## src/hdl/nct_pkg.sv

```systemverilog
`timescale 1ns / 1ps
`default_nettype none
package nct_pkg;

  localparam logic [7:0] PROTO_TCP = 8'd6;
  localparam logic [7:0] PROTO_UDP = 8'd17;

  localparam logic [2:0] CS_HALF   = 3'd3;
  localparam logic [2:0] CS_CLOSED = 3'd4;
  localparam logic [2:0] CS_LISTEN = 3'd0;
  localparam logic [2:0] CS_ESTAB  = 3'd2;

  localparam logic [2:0] FN_LOOKUP  = 3'd0;
  localparam logic [2:0] FN_CREATE  = 3'd1;
  localparam logic [2:0] FN_REVERSE = 3'd2;
  localparam logic [2:0] FN_UPDATE  = 3'd3;
  localparam logic [2:0] FN_SWEEP   = 3'd4;

  localparam logic [1:0] STATUS_OK   = 2'd0;
  localparam logic [1:0] STATUS_MISS = 2'd1;
  localparam logic [1:0] STATUS_FULL = 2'd2;

  localparam logic [2:0] REG_PORT_MIN   = 3'd0;
  localparam logic [2:0] REG_PORT_MAX   = 3'd1;
  localparam logic [2:0] REG_LINGER     = 3'd2;
  localparam logic [2:0] REG_CLOSED_TMO = 3'd3;
  localparam logic [2:0] REG_UDP_IDLE   = 3'd4;
  localparam logic [2:0] REG_TCP_DEAD   = 3'd5;
  localparam logic [2:0] REG_TCP_IDLE   = 3'd6;

  localparam logic [15:0] PORT_MIN_RST   = 16'd10000;
  localparam logic [15:0] PORT_MAX_RST   = 16'd60000;
  localparam logic [31:0] LINGER_RST     = 32'd15000;
  localparam logic [31:0] CLOSED_TMO_RST = 32'd5000;
  localparam logic [31:0] UDP_IDLE_RST   = 32'd120000;
  localparam logic [31:0] TCP_DEAD_RST   = 32'd30000;
  localparam logic [31:0] TCP_IDLE_RST   = 32'd300000;

  localparam logic [6:0] COUNT_MAX = 7'd127;

  typedef struct packed {
    logic [2:0]  func;
    logic [7:0]  proto;
    logic [31:0] guest_addr;
    logic [15:0] src_port;
    logic [31:0] dest_addr;
    logic [15:0] dest_port;
    logic [15:0] proxy_port_in;
    logic [5:0]  slot;
    logic [2:0]  new_state;
    logic        released;
    logic        touch;
    logic [31:0] now_ms;
  } in_word_t;

  typedef struct packed {
    logic [1:0]  status;
    logic [5:0]  slot_out;
    logic [15:0] proxy_port_out;
    logic [31:0] real_addr_out;
    logic [15:0] real_port_out;
    logic [2:0]  state_out;
    logic [6:0]  removed_count;
  } out_word_t;

  typedef struct packed {
    logic        valid;
    logic [7:0]  proto;
    logic [15:0] src_port;
    logic [31:0] dest_addr;
    logic [15:0] dest_port;
    logic [15:0] nat_port;
    logic [2:0]  conn_state;
    logic        released;
    logic [31:0] last_active;
  } entry_t;

  typedef struct packed {
    logic [15:0] port_min;
    logic [15:0] port_max;
    logic [31:0] linger_ms;
    logic [31:0] closed_timeout_ms;
    logic [31:0] udp_idle_ms;
    logic [31:0] tcp_dead_ms;
    logic [31:0] tcp_idle_ms;
  } cfg_t;

  typedef struct packed {
    logic hit_fwd;
    logic hit_rev;
    logic free;
    logic in_use;
    logic drop;
  } eval_t;

  function automatic out_word_t miss_word();
    out_word_t w;
    w = '0;
    w.status = STATUS_MISS;
    return w;
  endfunction

  function automatic out_word_t answer(input logic [5:0] idx, input entry_t e);
    out_word_t w;
    w = '0;
    w.status         = STATUS_OK;
    w.slot_out       = idx;
    w.proxy_port_out = e.nat_port;
    w.real_addr_out  = e.dest_addr;
    w.real_port_out  = e.dest_port;
    w.state_out      = e.conn_state;
    return w;
  endfunction

endpackage
`default_nettype wire

```

## src/hdl/nct_eval.sv

```systemverilog
`timescale 1ns / 1ps
`default_nettype none
module nct_eval (
  input  nct_pkg::entry_t   ent,
  input  nct_pkg::in_word_t req,
  input  nct_pkg::cfg_t     cfg,
  input  wire  [15:0]       probe_port,
  output nct_pkg::eval_t    flags
);
  import nct_pkg::*;

  logic [31:0] age;
  logic [31:0] limit;
  logic        live;
  logic        lingered;
  logic        can_drop;

  always_comb begin
    age      = req.now_ms - ent.last_active;
    live     = ent.valid && (ent.conn_state != CS_CLOSED);
    lingered = (ent.proto == PROTO_TCP) && (ent.conn_state == CS_HALF) && ent.released &&
               (age > cfg.linger_ms);
    can_drop = 1'b1;
    if (ent.conn_state == CS_CLOSED) begin
      limit = cfg.closed_timeout_ms;
    end else if (ent.proto == PROTO_UDP) begin
      limit = cfg.udp_idle_ms;
    end else if (ent.proto == PROTO_TCP) begin
      limit = ent.released ? cfg.tcp_dead_ms : cfg.tcp_idle_ms;
    end else begin
      limit    = '0;
      can_drop = 1'b0;
    end
    flags.hit_fwd = live && !lingered && (ent.proto == req.proto) &&
                    (ent.src_port == req.src_port) && (ent.dest_addr == req.dest_addr) &&
                    (ent.dest_port == req.dest_port);
    flags.hit_rev = live && (ent.nat_port == req.proxy_port_in) && (ent.proto == req.proto);
    flags.free    = !ent.valid;
    flags.in_use  = live && (ent.nat_port == probe_port);
    flags.drop    = ent.valid && can_drop && (age > limit);
  end

endmodule
`default_nettype wire

```

## config.mk

```make
export PLATFORM = sky130hd
export DESIGN_NAME = nct_eval
export DESIGN_NICKNAME = d
export VERILOG_FILES = /design/src/hdl/nct_pkg.sv /design/src/hdl/nct_eval.sv
export SDC_FILE = /design/constraint.sdc
export NUM_CORES = 1
export LEC_CHECK = 0
export BUFFER_PORTS_ARGS = -buffer_cell sky130_fd_sc_hd__buf_2
export CAP_MARGIN = 10
export CORE_AREA = 2 2 196 198
export DETAILED_ROUTE_END_ITERATION = 8
export DIE_AREA = 0 0 198 200
export GPL_ROUTABILITY_DRIVEN = 0
export GPL_TIMING_DRIVEN = 0
export PLACE_DENSITY = 0.48
export SLEW_MARGIN = 20
export SYNTH_ARGS = -nofsm -noshare
export SYNTH_HDL_FRONTEND = slang
export SYNTH_SLANG_ARGS = --single-unit
export TNS_END_PERCENT = 10
```

## constraint.sdc

```tcl
create_clock -name vclk -period 11.5
set_clock_uncertainty 0.15 [all_clocks]
set_input_delay 1.725 -clock vclk [all_inputs]
set_output_delay 1.725 -clock vclk [all_outputs]
set_load 0.1 [all_outputs]
```

==> metrics.csv, run 1 <==
metric,value,unit
status,"complete, no violations",
Total Routed Length,36830,um
Final min period,8.526,ns
gr ovfl total,0,
Setup crit end kind,output pin,
Pleak,4.228,nW
Die Y,200,um
"Seq/Total Area, Yosys",0,%
core area,37400,um2
Synth top area share,21.66,%
Max Cap Violations,0,
post-DP HPWL,34120,um
Slew HR,19.36,%
FFs & Latches,0,
# setup viols final,0,
"Max FO, Critical Path",3,
PD cells,50.31,nW/um2
Yosys top cell by area,ha_1,
critical path class,in2out,
final slew viol count,0,
Ports,504,
row cnt,71,
GR peak layer,met2,
Worst Hold Launch,ent[124],
global-route wire length before repair,50290,um
largest net degree at the start of global routing,11,
DR WL/cell,21.73,um
"top cells by area, synth","ha_1, xnor2_1, xor2_1",
Util after Layout,22.21,%
mapped cell area,5488,um2
vias in the first global route,7656,
CP Buf/Inv Count,4,
Fillers,4343,
Post-Layout Inst Area,8305,um2
gr usage total,17.68,%
vias,7511,
Critical Path Start Type,input pin,
VDD IR-drop max,0.00001535,V
count of cell types in the netlist,58,
DRC,0,
Setup Buffers After CTS,0,
initial antenna violation count,30,
CLK BUF,0,
ANT nets after route,0,
Die X,198,um
crit-path max cell delay,0.50,ns
sequential cell area,0,um2
final setup TNS,0,ns
Die ar.,39600,um2
worst setup path startpoint,req[0],
final worst slack,2.974,ns
worst-margin pin slew,1.210,ns
IO buf count,425,
grt met2 use,31.21,%
syn_nets,1337,
met1 usage,21.83,%
Worst EP arrival,6.65,ns
Final Hold Viols,0,
fmax,117.3,MHz
area grow syn2layout,51.35,%
layout cell share with drive strength beyond 1,40.19,%
CP max stage cell,buf_2,
Top delay family on crit path,simple AND/OR/NAND/NOR gates,
Placed Area,8263,um2
Initial DRT Pass Iterations,5,
GRT met3 Usage,3.579,%
Critical Path RT,9.63,ns
RSZ-0062 raised after global routing,no,
synthesized area per cell,7.396,um2
hold_buf cts,0,
cts repair resizes,0,
Starting Density,14.67,%
nets@finish,1764,
via/cell ratio,4.431,
Gate Count Post-Synth,742,
Synthesis Warnings,0,
Power Total,0.4178,mW
final worst-path cycle share,74.14,%
pre-CTS setup slack,2.840,ns
hold crit path type,in2out,
starting DRC count in detailed routing,342,
cells along the critical path,buf_2 -> inv_1 -> ha_1 -> inv_1 -> fa_1 -> a211oi_1 -> o211ai_1 -> nand4_1 -> nand2_1 -> a311o_1 -> a31oi_1 -> xnor2_1 -> ha_1 -> nand4_1 -> nor3_1 -> nand3_1 -> or3_1 -> nand3_1 -> a211oi_1 -> nor3_1 -> buf_2,
==> cells in the mapped netlist, types with 2 or more instances <==
library cell  number
nor3_1             9
mux2_2            32
o211a_1            3
a311oi_1           2
and4_1             2
xnor2_1           67
and3_1             5
nand2_1           25
nor2b_1            6
o31ai_1            4
nand2b_1           3
o311ai_0           2
a41oi_1            3
o211ai_1           2
a211o_1            3
a31oi_1            6
ha_1              95
and2_1             2
a221oi_1           2
a21boi_0           3
nand3_1           13
nor2_1            36
clkbuf_1          18
a221o_1           31
a21o_1            35
o31a_1             3
o21ai_0           57
xor2_1            60
or3_1              2
a211oi_1           3
nand4_1           33
o21a_1            10
a21oi_1           45
inv_1             75
nor4_1            19
buf_2              4
==> metrics by stage <==
| stage | hold WS (ns) | std cells |
|---|---|---|
| CTS | 3.783 | 1678 |
| global route | 3.810 | 1685 |
| global placement | 3.796 | 1678 |
| finish | 3.795 | 1695 |
| detailed placement | 3.780 | 1678 |
| floorplan | 3.658 | 742 |
==> area by class of cell <==
cell class,instances,area [um2],share of cell area [%]
Multi-Input combinational cell,644,5122,61.68
Timing Repair Buffer,425,2127,25.61
Tap cell,511,639.4,7.698
Inverter,75,281.5,3.390
Buffer,23,92.59,1.115
Antenna cell,17,42.54,0.5122
==> layer usage <==
layer	wire, um	vias to the layer above
li1	-	3646
met1	14940	3500
met2	17480	313
met3	3223	42
met4	1128	10
met5	63	-
==> where the power goes <==
part / total (mW) / switching [mW] / internal, mW
logic: 0.418 / 0.225 / 0.193
clock network: 0.000000200 / 0 / 0.000000200
registers: 0 / 0 / 0
==> cell usage in the layout, fill, tap and decap left out, drive strengths merged, types with 3 or more instances in the layout <==
cell type and count:
o21ai 57, a211oi 3, a21o 36, a21oi 45, xnor2 67, nor3 9, diode 17, a211o 3
and3 5, nand2b 3, inv 75, xor2 60, a221o 31, nor2b 6, a41oi 3, o31ai 4
nand3 13, o211a 3, o311ai 3, a31oi 6, buf 429, nand2 25, o31a 3, mux2 32
a21boi 3, clkbuf 19, o21a 10, nor4 21, nand4 33, nor2 36, ha 95
==> cells by family after synthesis <==
logic type | Yosys count | share of synthesized area, %
adders and majority gates | 96 | 22.02
and+or+nand+nor | 163 | 16.01
AOI/OAI and AO/OA | 226 | 28.32
muxes | 32 | 6.566
buffers and inverters | 98 | 6.817
xor gates and xnor gates | 127 | 20.27
==> path summary, 6_finish.rpt <==
| kind | to | cells after the start |
|---|---|---|
| worst min-delay path | flags[2] | 3 |
| worst max-delay path | flags[4] | 21 |
No activity file was read; power rests on OpenSTA's default activity.
==> run 2: changes to the inputs <==
--- a/config.mk
+++ b/config.mk
@@ -12,7 +12,7 @@
 export DIE_AREA = 0 0 198 200
 export GPL_ROUTABILITY_DRIVEN = 0
 export GPL_TIMING_DRIVEN = 0
-export PLACE_DENSITY = 0.48
+export PLACE_DENSITY = 0.49
 export SLEW_MARGIN = 20
 export SYNTH_ARGS = -nofsm -noshare
 export SYNTH_HDL_FRONTEND = slang
==> constraint.sdc (replaced) <==
create_clock -name vclk -period 7.5
set_clock_uncertainty 0.15 [all_clocks]
set_input_delay 1.125 -clock vclk [all_inputs]
set_output_delay 1.125 -clock vclk [all_outputs]
set_load 0.1 [all_outputs]
==> run 2 against run 1 <==
Die area unchanged. Hold slack got worse by 1.2 ns. Combinational power increased by 51%. First-iteration DRC count decreased by 25%. Global-route usage decreased by 0.48 points. Clock-buffer cell count unchanged. Non-clock buffer count unchanged.
==> metrics.csv, run 2 (synthesized netlist as in run 1, its figures left out) <==
metric,value,unit
status,"complete, no violations",
hold_buf cts,0,
critical path class,in2out,
VDD IR-drop max,0.00001721,V
Die X,198,um
Critical Path RT,6.22,ns
Max Cap Violations,0,
pre-CTS setup slack,0.1229,ns
worst-margin pin slew,0.9855,ns
gr ovfl total,0,
starting DRC count in detailed routing,257,
CP Buf/Inv Count,4,
Worst Hold Launch,ent[124],
Ports,504,
"commonest non-fill, non-tap cell in the layout",buf_2,
Fillers,4273,
area of the multi-input gates,5124,um2
Worst EP arrival,5.69,ns
global-route wire length before repair,48850,um
largest net degree at the start of global routing,11,
hold path depth,3,
crit-path max cell delay,0.44,ns
Die Y,200,um
RSZ-0062 raised after global routing,no,
WHS,2.568,ns
hold crit path type,in2out,
WP depth,21,
core area,37400,um2
Util after Layout,22.19,%
Pleak,4.225,nW
via/cell ratio,4.387,
Final Hold Viols,0,
FFs & Latches,0,
fmax,143.6,MHz
PD cells,75.87,nW/um2
Top delay family on crit path,simple AND/OR/NAND/NOR gates,
area grow syn2layout,51.23,%
ANT nets after route,0,
Die ar.,39600,um2
IO buf count,425,
row cnt,71,
sequential cell area,0,um2
final slew viol count,0,
nets@finish,1764,
most frequent cells in the layout,"buf_2, ha_1, inv_1",
DRC,0,
Initial DRT Pass Iterations,5,
# setup viols final,0,
post-DP HPWL,33450,um
final setup TNS,0,ns
CP max stage cell,fa_1,
layout cell share with drive strength beyond 1,40.36,%
vias in the first global route,7630,
CLK BUF,0,
final worst-path cycle share,92.85,%
final worst slack,0.5362,ns
worst-case hold path end point,flags[2],
gr usage total,17.20,%
DR WL/cell,21.22,um
"Max FO, Critical Path",3,
vias,7419,
Final min period,6.964,ns
Setup crit end kind,output pin,
cells along the critical path,buf_2 -> inv_1 -> ha_1 -> inv_1 -> fa_1 -> a211oi_2 -> o211ai_1 -> nand4_1 -> nand2_1 -> a311o_1 -> a31oi_1 -> xnor2_1 -> ha_1 -> nand4_1 -> nor3_1 -> nand3_1 -> or3_1 -> nand3_1 -> a31oi_1 -> nor3_2 -> clkbuf_4,
Critical Path Start Type,input pin,
Power Total,0.6297,mW
initial antenna violation count,34,
Starting Density,14.67,%
Slew HR,34.30,%
Total Routed Length,35880,um
-- run 2: changes by cell type in the layout (fill, tap and decap cells not counted), sizes merged --
cell | previous run | this run
buf | 429 | 428
diode | 17 | 13
clkbuf | 19 | 20
-- run 2: repair_timing --
item                                   4_1_cts  5_1_grt
resized for setup                            0        2
setup endpoints to repair                    0        1
setup buffers                                0        0
endpoints found under the hold margin        0        0
-- run 2: worst max path at each step --
stage | start | to | slack [ns]
after floorplan | ent[1] | flags[0] | 0.64
after global placement | req[0] | flags[4] | 0.19
after detailed placement | req[0] | flags[4] | 0.12
after CTS | req[0] | flags[4] | 0.10
after global routing | req[0] | flags[4] | 0.06
final | req[0] | flags[4] | 0.54
-- run 2: layout make-up --
cell class / instances / area share (%)
multi-input cells: 644 / 61.74
repair buffers: 425 / 25.66
well taps: 511 / 7.704
inverters: 75 / 3.392
plain buffers: 23 / 1.116
diodes: 13 / 0.3920
-- run 2: per-stage QoR --
step | instance area (um2) | std cells
after global routing | 8297 | 1690
after floorplan | 5493 | 742
after CTS | 8259 | 1678
after detailed placement | 8259 | 1678
final | 8299 | 1691
after global placement | 8259 | 1678
-- run 2: per-layer routing --
| layer | vias up | part of all wire [%] | global-route usage, % |
|---|---|---|---|
| li1 | 3640 | - | - |
| met1 | 3406 | 41 | 20.35 |
| met2 | 316 | 51 | 31.85 |
| met3 | 49 | 5.7 | 2.319 |
| met4 | 8 | 2.8 | 5.792 |
| met5 | - | 0.14 | 0 |
-- run 2: report_power, final --
part            total (mW)  switching (mW)  internal (mW)  leakage [nW]
Combinational        0.630           0.335          0.294          4.22
Clock          0.000000234               0    0.000000234     0.0000824
Sequential               0               0              0             0
